**src/rtl/core/mifsr_pkg.sv**
```systemverilog
// mifsr_pkg: shared types and constants for the motor start-up ramp sequencer
// no dependencies; used by mifsr_cfg, motor_if_startup_ramp_top and mifsr_chk by scoped names

package mifsr_pkg;

    // configuration register indexes
    localparam logic [2:0] REG_ALIGN_DURATION  = 3'd0;
    localparam logic [2:0] REG_ALIGN_CURRENT   = 3'd1;
    localparam logic [2:0] REG_CURRENT_SLOPE   = 3'd2;
    localparam logic [2:0] REG_START_FREQUENCY = 3'd3;
    localparam logic [2:0] REG_FREQUENCY_SLOPE = 3'd4;
    localparam logic [2:0] REG_END_FREQUENCY   = 3'd5;

    // configuration reset values
    localparam logic [31:0] RST_ALIGN_DURATION  = 32'd1677722;
    localparam logic [23:0] RST_ALIGN_CURRENT   = 24'd65536;
    localparam logic [31:0] RST_CURRENT_SLOPE   = 32'd327680;
    localparam logic [31:0] RST_START_FREQUENCY = 32'd131072;
    localparam logic [31:0] RST_FREQUENCY_SLOPE = 32'd655360;
    localparam logic [31:0] RST_END_FREQUENCY   = 32'd2621440;

    // result status codes
    localparam logic [1:0] STATUS_OK        = 2'd0;
    localparam logic [1:0] STATUS_BAD_CFG   = 2'd1;
    localparam logic [1:0] STATUS_ZERO_STEP = 2'd2;

    // request codes
    localparam logic REQ_TICK    = 1'b0;
    localparam logic REQ_RESTART = 1'b1;

    // configuration as seen by the sequencer
    typedef struct packed {
        logic [31:0] align_duration;
        logic [23:0] align_current;
        logic [31:0] current_slope;
        logic [31:0] start_frequency;
        logic [31:0] frequency_slope;
        logic [31:0] end_frequency;
        logic        ok;
    } t_cfg;

endpackage

```
**src/rtl/core/mifsr_cfg.sv**
```systemverilog
// mifsr_cfg: configuration register file and validity check
// depends on mifsr_pkg

module mifsr_cfg (
    input  logic               i_clk,
    input  logic               i_rst_n,
    input  logic               i_cfg_we,
    input  logic [2:0]         i_cfg_idx,
    input  logic [31:0]        i_cfg_data,
    output mifsr_pkg::t_cfg    o_cfg
);

    logic [31:0] r_align_duration;
    logic [23:0] r_align_current;
    logic [31:0] r_current_slope;
    logic [31:0] r_start_frequency;
    logic [31:0] r_frequency_slope;
    logic [31:0] r_end_frequency;

    // register writes, out-of-range indexes are dropped
    always_ff @(posedge i_clk) begin
        if (!i_rst_n) begin
            r_align_duration  <= mifsr_pkg::RST_ALIGN_DURATION;
            r_align_current   <= mifsr_pkg::RST_ALIGN_CURRENT;
            r_current_slope   <= mifsr_pkg::RST_CURRENT_SLOPE;
            r_start_frequency <= mifsr_pkg::RST_START_FREQUENCY;
            r_frequency_slope <= mifsr_pkg::RST_FREQUENCY_SLOPE;
            r_end_frequency   <= mifsr_pkg::RST_END_FREQUENCY;
        end else if (i_cfg_we) begin
            case (i_cfg_idx)
                mifsr_pkg::REG_ALIGN_DURATION:  r_align_duration  <= i_cfg_data;
                mifsr_pkg::REG_ALIGN_CURRENT:   r_align_current   <= i_cfg_data[23:0];
                mifsr_pkg::REG_CURRENT_SLOPE:   r_current_slope   <= i_cfg_data;
                mifsr_pkg::REG_START_FREQUENCY: r_start_frequency <= i_cfg_data;
                mifsr_pkg::REG_FREQUENCY_SLOPE: r_frequency_slope <= i_cfg_data;
                mifsr_pkg::REG_END_FREQUENCY:   r_end_frequency   <= i_cfg_data;
                default: begin
                end
            endcase
        end
    end

    // export with validity flag
    always_comb begin
        o_cfg.align_duration  = r_align_duration;
        o_cfg.align_current   = r_align_current;
        o_cfg.current_slope   = r_current_slope;
        o_cfg.start_frequency = r_start_frequency;
        o_cfg.frequency_slope = r_frequency_slope;
        o_cfg.end_frequency   = r_end_frequency;
        o_cfg.ok = (r_align_current != 24'd0) && (r_current_slope != 32'd0) &&
                   (r_frequency_slope != 32'd0) && (r_end_frequency > r_start_frequency);
    end

endmodule

```
**src/rtl/core/mifsr_mul.sv**
```systemverilog
// mifsr_mul: shared 32x16 unsigned multiplier with registered product
// no dependencies

module mifsr_mul (
    input  logic        i_clk,
    input  logic [31:0] i_a,
    input  logic [15:0] i_b,
    output logic [47:0] o_p
);

    logic [47:0] r_p;

    // one product per cycle, result in the following cycle
    always_ff @(posedge i_clk) begin
        r_p <= {16'd0, i_a} * {32'd0, i_b};
    end

    assign o_p = r_p;

endmodule

```
**src/rtl/core/motor_if_startup_ramp_top.sv**
```systemverilog
// motor_if_startup_ramp_top: open-loop current/frequency start-up sequencer
// depends on mifsr_pkg, mifsr_cfg, mifsr_mul

// A restart beat, or one rejected for bad configuration or zero step time,
// goes from acceptance straight to the done state. A tick beat updates the
// elapsed time; then, while ramping, the current, frequency and phase steps
// each go through the one shared 32x16 multiplier in turn, one multiply and
// one accumulate state each, under a small sequencer; aligning: phase only.
// The input is not ready while a beat is in work; the finished result sits in
// an output register, and the next beat is accepted as soon as the sequencer
// has handed its result over, even if that result has not been taken yet.

module motor_if_startup_ramp_top (
    input  logic        i_clk,
    input  logic        i_rst_n,
    // configuration write port
    input  logic        i_cfg_we,
    input  logic [2:0]  i_cfg_idx,
    input  logic [31:0] i_cfg_data,
    // request channel
    input  logic        i_valid,
    output logic        o_ready,
    input  logic        i_req_type,
    input  logic [15:0] i_step_time,
    // result channel
    output logic        o_valid,
    input  logic        i_ready,
    output logic [1:0]  o_status,
    output logic [23:0] o_current_d,
    output logic [31:0] o_electrical_angle,
    output logic [31:0] o_frequency,
    output logic        o_aligning,
    output logic        o_ramp_done
);

    localparam logic [3:0] S_IDLE  = 4'd0;
    localparam logic [3:0] S_ELAP  = 4'd1;
    localparam logic [3:0] S_ALIGN = 4'd2;
    localparam logic [3:0] S_CMUL  = 4'd3;
    localparam logic [3:0] S_CADD  = 4'd4;
    localparam logic [3:0] S_FMUL  = 4'd5;
    localparam logic [3:0] S_FADD  = 4'd6;
    localparam logic [3:0] S_PMUL  = 4'd7;
    localparam logic [3:0] S_PADD  = 4'd8;
    localparam logic [3:0] S_DONE  = 4'd9;

    mifsr_pkg::t_cfg cfg;

    logic [3:0]  r_state, n_state;
    logic [15:0] r_dt, n_dt;
    logic [1:0]  r_status, n_status;

    logic [31:0] r_elapsed, n_elapsed;
    logic        r_align, n_align;
    logic [47:0] r_cur, n_cur;
    logic [55:0] r_frq, n_frq;
    logic [39:0] r_ph, n_ph;
    logic        r_rtc, n_rtc;

    logic        r_out_valid, n_out_valid;
    logic [1:0]  r_out_status;
    logic [23:0] r_out_cur;
    logic [31:0] r_out_angle;
    logic [31:0] r_out_frq;
    logic        r_out_align;
    logic        r_out_rtc;

    logic [31:0] mul_a;
    logic [47:0] prod;
    logic [47:0] full_i;
    logic [47:0] quarter_i;
    logic [55:0] end_f;
    logic [55:0] start_f;
    logic [32:0] elap_sum;
    logic [48:0] c_sum;
    logic [56:0] f_sum;
    logic        in_beat;
    logic        out_beat;
    logic        out_free;

    mifsr_cfg u_cfg (
        .i_clk      (i_clk),
        .i_rst_n    (i_rst_n),
        .i_cfg_we   (i_cfg_we),
        .i_cfg_idx  (i_cfg_idx),
        .i_cfg_data (i_cfg_data),
        .o_cfg      (cfg)
    );

    // shared multiplier operand select
    always_comb begin
        case (r_state)
            S_CMUL:  mul_a = cfg.current_slope;
            S_FMUL:  mul_a = cfg.frequency_slope;
            S_PMUL:  mul_a = r_frq[55:24];
            default: mul_a = cfg.current_slope;
        endcase
    end

    mifsr_mul u_mul (
        .i_clk (i_clk),
        .i_a   (mul_a),
        .i_b   (r_dt),
        .o_p   (prod)
    );

    // fixed-point limits
    assign full_i    = {cfg.align_current, 24'd0};
    assign quarter_i = {2'd0, cfg.align_current, 22'd0};
    assign end_f     = {cfg.end_frequency, 24'd0};
    assign start_f   = {cfg.start_frequency, 24'd0};
    assign elap_sum  = {1'b0, r_elapsed} + {17'd0, r_dt};
    assign c_sum     = {1'b0, r_cur} + {1'b0, prod};
    assign f_sum     = {1'b0, r_frq} + {9'd0, prod};

    assign in_beat  = i_valid && o_ready;
    assign out_beat = r_out_valid && i_ready;
    assign out_free = !r_out_valid || i_ready;

    // sequencer and state update
    always_comb begin
        n_state     = r_state;
        n_dt        = r_dt;
        n_status    = r_status;
        n_elapsed   = r_elapsed;
        n_align     = r_align;
        n_cur       = r_cur;
        n_frq       = r_frq;
        n_ph        = r_ph;
        n_rtc       = r_rtc;
        n_out_valid = out_beat ? 1'b0 : r_out_valid;
        case (r_state)
            S_IDLE: begin
                if (in_beat) begin
                    n_dt     = i_step_time;
                    n_status = mifsr_pkg::STATUS_OK;
                    n_state  = S_DONE;
                    if (!cfg.ok) begin
                        n_status = mifsr_pkg::STATUS_BAD_CFG;
                    end else if (i_req_type == mifsr_pkg::REQ_RESTART) begin
                        n_elapsed = 32'd0;
                        n_align   = (cfg.align_duration != 32'd0);
                        n_cur     = n_align ? full_i : quarter_i;
                        n_frq     = n_align ? 56'd0 : start_f;
                        n_ph      = 40'd0;
                        n_rtc     = 1'b0;
                    end else if (i_step_time == 16'd0) begin
                        n_status = mifsr_pkg::STATUS_ZERO_STEP;
                    end else begin
                        n_state = S_ELAP;
                    end
                end
            end
            S_ELAP: begin
                n_elapsed = elap_sum[32] ? 32'hFFFF_FFFF : elap_sum[31:0];
                n_state   = r_align ? S_ALIGN : S_CMUL;
            end
            S_ALIGN: begin
                if (r_elapsed >= cfg.align_duration) begin
                    n_align = 1'b0;
                    n_cur   = quarter_i;
                    n_frq   = start_f;
                end else begin
                    n_cur = full_i;
                    n_frq = 56'd0;
                end
                n_state = S_PMUL;
            end
            S_CMUL: begin
                n_state = S_CADD;
            end
            S_CADD: begin
                n_cur   = (c_sum > {1'b0, full_i}) ? full_i : c_sum[47:0];
                n_state = S_FMUL;
            end
            S_FMUL: begin
                n_state = S_FADD;
            end
            S_FADD: begin
                if (f_sum >= {1'b0, end_f}) begin
                    n_frq = end_f;
                    n_rtc = 1'b1;
                end else begin
                    n_frq = f_sum[55:0];
                end
                n_state = S_PMUL;
            end
            S_PMUL: begin
                n_state = S_PADD;
            end
            S_PADD: begin
                n_ph    = r_ph + prod[39:0];
                n_state = S_DONE;
            end
            S_DONE: begin
                if (out_free) begin
                    n_out_valid = 1'b1;
                    n_state     = S_IDLE;
                end
            end
            default: begin
                n_state = S_IDLE;
            end
        endcase
    end

    // control and run state registers
    always_ff @(posedge i_clk) begin
        if (!i_rst_n) begin
            r_state     <= S_IDLE;
            r_out_valid <= 1'b0;
            r_elapsed   <= 32'd0;
            r_align     <= 1'b1;
            r_cur       <= {mifsr_pkg::RST_ALIGN_CURRENT, 24'd0};
            r_frq       <= 56'd0;
            r_ph        <= 40'd0;
            r_rtc       <= 1'b0;
        end else begin
            r_state     <= n_state;
            r_out_valid <= n_out_valid;
            r_elapsed   <= n_elapsed;
            r_align     <= n_align;
            r_cur       <= n_cur;
            r_frq       <= n_frq;
            r_ph        <= n_ph;
            r_rtc       <= n_rtc;
        end
    end

    // beat payload registers
    always_ff @(posedge i_clk) begin
        r_dt     <= n_dt;
        r_status <= n_status;
        if (r_state == S_DONE && out_free) begin
            r_out_status <= r_status;
            r_out_cur    <= r_cur[47:24];
            r_out_angle  <= r_ph[39:8];
            r_out_frq    <= r_frq[55:24];
            r_out_align  <= r_align;
            r_out_rtc    <= r_rtc;
        end
    end

    assign o_ready            = (r_state == S_IDLE);
    assign o_valid            = r_out_valid;
    assign o_status           = r_out_status;
    assign o_current_d        = r_out_cur;
    assign o_electrical_angle = r_out_angle;
    assign o_frequency        = r_out_frq;
    assign o_aligning         = r_out_align;
    assign o_ramp_done        = r_out_rtc;

endmodule

```
**config.mk**
```make
export PLATFORM = sky130hd
export DESIGN_NAME = motor_if_startup_ramp_top
export DESIGN_NICKNAME = d
export VERILOG_FILES = /design/src/rtl/core/mifsr_pkg.sv /design/src/rtl/core/mifsr_cfg.sv /design/src/rtl/core/mifsr_mul.sv /design/src/rtl/core/motor_if_startup_ramp_top.sv
export SDC_FILE = /design/constraint.sdc
export NUM_CORES = 2
export LEC_CHECK = 0
export BUFFER_PORTS_ARGS = -buffer_cell sky130_fd_sc_hd__buf_2
export CORE_MARGIN = 2
export CORE_UTILIZATION = 58
export DETAILED_ROUTE_END_ITERATION = 12
export PLACE_DENSITY = 0.78
export SLEW_MARGIN = 30
export SYNTH_ARGS = -nofsm -noshare
export SYNTH_HDL_FRONTEND = slang
export SYNTH_SLANG_ARGS = --single-unit
```
**constraint.sdc**
```tcl
create_clock -name i_clk -period 7.7 [get_ports i_clk]
set_input_delay 0.385 -clock i_clk [delete_from_list [all_inputs] [get_ports i_clk]]
set_output_delay 0.385 -clock i_clk [all_outputs]
set_load 0.005 [all_outputs]
```
==> qor.yml <==
fill_cells: 6548
min_period_ns: 7.53
antenna_found_initial: 5
hpwl_mm: 116
clock.fmax_mhz: 133
cp.required_ns: 8.27
syn_inst: 5505
grt_pass1_vias: 41165
post_dp_cell_area_sq_mm: 0.0504
slew_headroom_pct: 29.9
critical_path.max_stage_delay_ns: 0.56
finalHoldWorstSlack_ns: 0.0513
synth_top_area_share_pct: 17.8
crit_buf_inv: 8
fp-row-count: 104
maxCapViolCount: 0
cts_buffer_depth: 3
drive_gt1_share_pct: 10.9
ys_types: 95
worstRegToRegCells: 31
final_area_sq_mm: 0.0531
finalPower_mw: 20.9
syn_nets: 6375
hold_viol: 0
routedWlPerCell_microns: 22.4
clk_latency_ns: 0.68
tns_ns: 0
hold_end: "u_cfg.r_align_duration[25]"
hold_depth: 3
hold_path.class: "primary input to register"
synth_edf_count: 110
arrival_ns: 8.10
worst_pin_slew_ns: 1.04
r2r-start: "r_state[0]"
path_clk_slew_ns: 0.06
num_vias: 42141
firstDrtPassIters: 6
grt-ovfl-total: 0
p_leak_nw: 23.8
critPathLaunch: "r_state[0]"
die_area_sq_mm: 0.0840
post-route-drc-count: 0
worstSetupPathType: "register to register"
fin_crit_sh_pct: 97.8
pin_count: 151
async_flop_share_pct: 0
worst_setup_path_end_kind: "register"
crit_top_cell: "fa_1"
synthTopCellsByArea: "fa_1 18%, dfxtp_1 18%, ha_1 10%"
clock_skew_ns: 0.0491
htreeDepth: 2
synth_seq_cells: 525
cp_max_fo: 9
cp-start-kind: "register"
cts_made_buffers: 60
p_per_area_mw_per_mm2: 393
status: "finished clean"
fp.coreArea_sq_mm: 0.0807
drt_iter0_markers: 3909
die_h_microns: 290
portBuffers: 150
ys_seq_area_share_pct: 24.5
peakVddDrop_v: 0.000603
setup-violations-final: 0
yosys.area.top_type: "fa_1"
synth_flop_cell: "dfxtp_1"
slew_viol_final: 0
ant_nets: 0
r2r-end: "u_mul.o_p[47]"
path_delay_family: "adder cells"
fin_nets: 6577
cts_tree: "built"
cts.sinks: 525
grt_pass1_wl_mm: 235
start_util_pct: 58.7
grt_use_total_pct: 36.3
avgSynthCellArea_sq_um: 8.60
reg2reg_slack_ns: 0.17
grt_start_max_net_pins: 208
dieWidth_microns: 290
cts_root_buf: "clkbuf_16"
viasPerCell: 6.17
yosysWarnings: 0
crit_slowest_cell: "fa_1"
min-delay-start: "i_cfg_data[25]"
wirelength_mm: 153
routabilityCongestion: 0.989
netlist_area_sq_mm: 0.0474
area_growth_pct: 12.0
final cells by class:
cell class                      count  area, sq um  share of cell area [%]
Timing Repair Buffer              400         2910                    5.48
Sequential cell                   525        11600                    21.9
Clock inverter                     31          327                   0.615
Antenna cell                        7         17.5                  0.0330
Tap cell                         1060         1330                    2.50
Multi-Input combinational cell   4107        32800                    61.8
Inverter                          613         2300                    4.34
Clock buffer                       83         1770                    3.34
metrics by stage:
step / util, % / setup WS (ns) / std cells
after floorplan: - / 0.0451 / 5505
final: 65.8 / 0.168 / 6826
after detailed placement: 62.5 / -0.0501 / 6674
after CTS: 65.3 / 0.0293 / 6804
after global routing: 65.8 / -0.102 / 6820
after global placement: 62.5 / 0.0341 / 6674
cell usage in the layout (no fill, tap or decap), types with 31 or more instances in the layout:
| cell type | n |
|---|---|
| nand2_1 | 873 |
| inv_1 | 612 |
| fa_1 | 421 |
| dfxtp_1 | 415 |
| ha_1 | 390 |
| a21oi_1 | 253 |
| and2_1 | 231 |
| o21ai_0 | 218 |
| buf_4 | 210 |
| nor2_1 | 204 |
| a21boi_0 | 195 |
| buf_2 | 149 |
| a21o_1 | 140 |
| edfxtp_1 | 110 |
| nor2b_1 | 104 |
| xnor2_1 | 101 |
| nor3_1 | 77 |
| clkbuf_16 | 65 |
| a22oi_1 | 64 |
| xor2_1 | 62 |
| nor4_1 | 57 |
| nand4_1 | 51 |
| nand3_1 | 47 |
| a221oi_1 | 40 |
| nor3_2 | 39 |
| a211oi_1 | 37 |
| o21a_1 | 36 |
| o211ai_1 | 35 |
| and3_1 | 34 |
| nand2b_1 | 34 |
| a31oi_1 | 31 |
worst min-delay path, delay by kind of cell:
family                 cells  cell delay, ns
buffers and inverters      1            0.15
AND/OR/NAND/NOR            1            0.07
AO/OA/AOI/OAI              1            0.06
kinds of logic after synthesis:
kind of cell,after synthesis,synth area share (%)
adders and majority gates,813,28.2
AOI/OAI and AO/OA,1259,18.3
muxes,8,0.172
and+or+nand+nor,1864,18.8
DFF,525,24.5
xor gates and xnor gates,163,3.01
buffers and inverters,873,7.03
synth_stat cells, drive strengths merged (30+ instances only):
library cell and n:
nand2 876, inv 612, nand4 52, nand3 50
a21oi 257, o21ai 229, a31oi 33, ha 391
clkbuf 237, o21a 36, and3 36, o21bai 30
a21boi 196, a21o 140, a221oi 59, nor2 213
o211ai 36, nor4 59, xor2 62, a211oi 45
nand2b 34, dfxtp 415, edfxtp 110, a22oi 65
nor2b 107, xnor2 101, fa 422, nor3 117
and2 234
flip-flops by register name, indices dropped and copies added (netlist names), 40 cells and up:
register,count
r_cur,48
r_frq,56
r_ph,40
u_mul.o_p,48
per-layer routing:
layer / vias up / global-route usage (%) / share of wire [%]
li1: 19116 / - / -
met1: 20382 / 46.3 / 39
met2: 2140 / 56.8 / 44
met3: 501 / 8.08 / 10
met4: 2 / 21.6 / 6.9
met5: - / 0 / 0.0085
what timing repair did:
item / in CTS / in global routing
gates resized for setup: 6 / 40
pin swaps: 0 / 11
endpoints found under the hold margin: 16 / 0
hold buffers: 16 / 0
setup buffers: 0 / 11
cloned: 0 / 1
endpoints found under the setup margin: 5 / 15
worst max path at each step:
| stage | to | slack [ns] | cells past startpoint |
|---|---|---|---|
| 6_report | u_mul.o_p[47] | 0.17 | 31 |
| 3_5_place_dp | u_mul.o_p[44] | -0.05 | 31 |
| 3_3_place_gp | u_mul.o_p[47] | 0.03 | 26 |
| 5_1_grt | u_mul.o_p[47] | -0.10 | 31 |
| 2_1_floorplan | u_mul.o_p[46] | 0.05 | 31 |
| 4_1_cts | u_mul.o_p[44] | 0.03 | 32 |
power breakdown:
group	leakage, nW	internal, mW	switching, mW
clock network	1.03	1.75	1.28
registers	4.37	3.38	0.898
logic	18.4	5.62	7.95
Power figures use the tool's default switching activity.
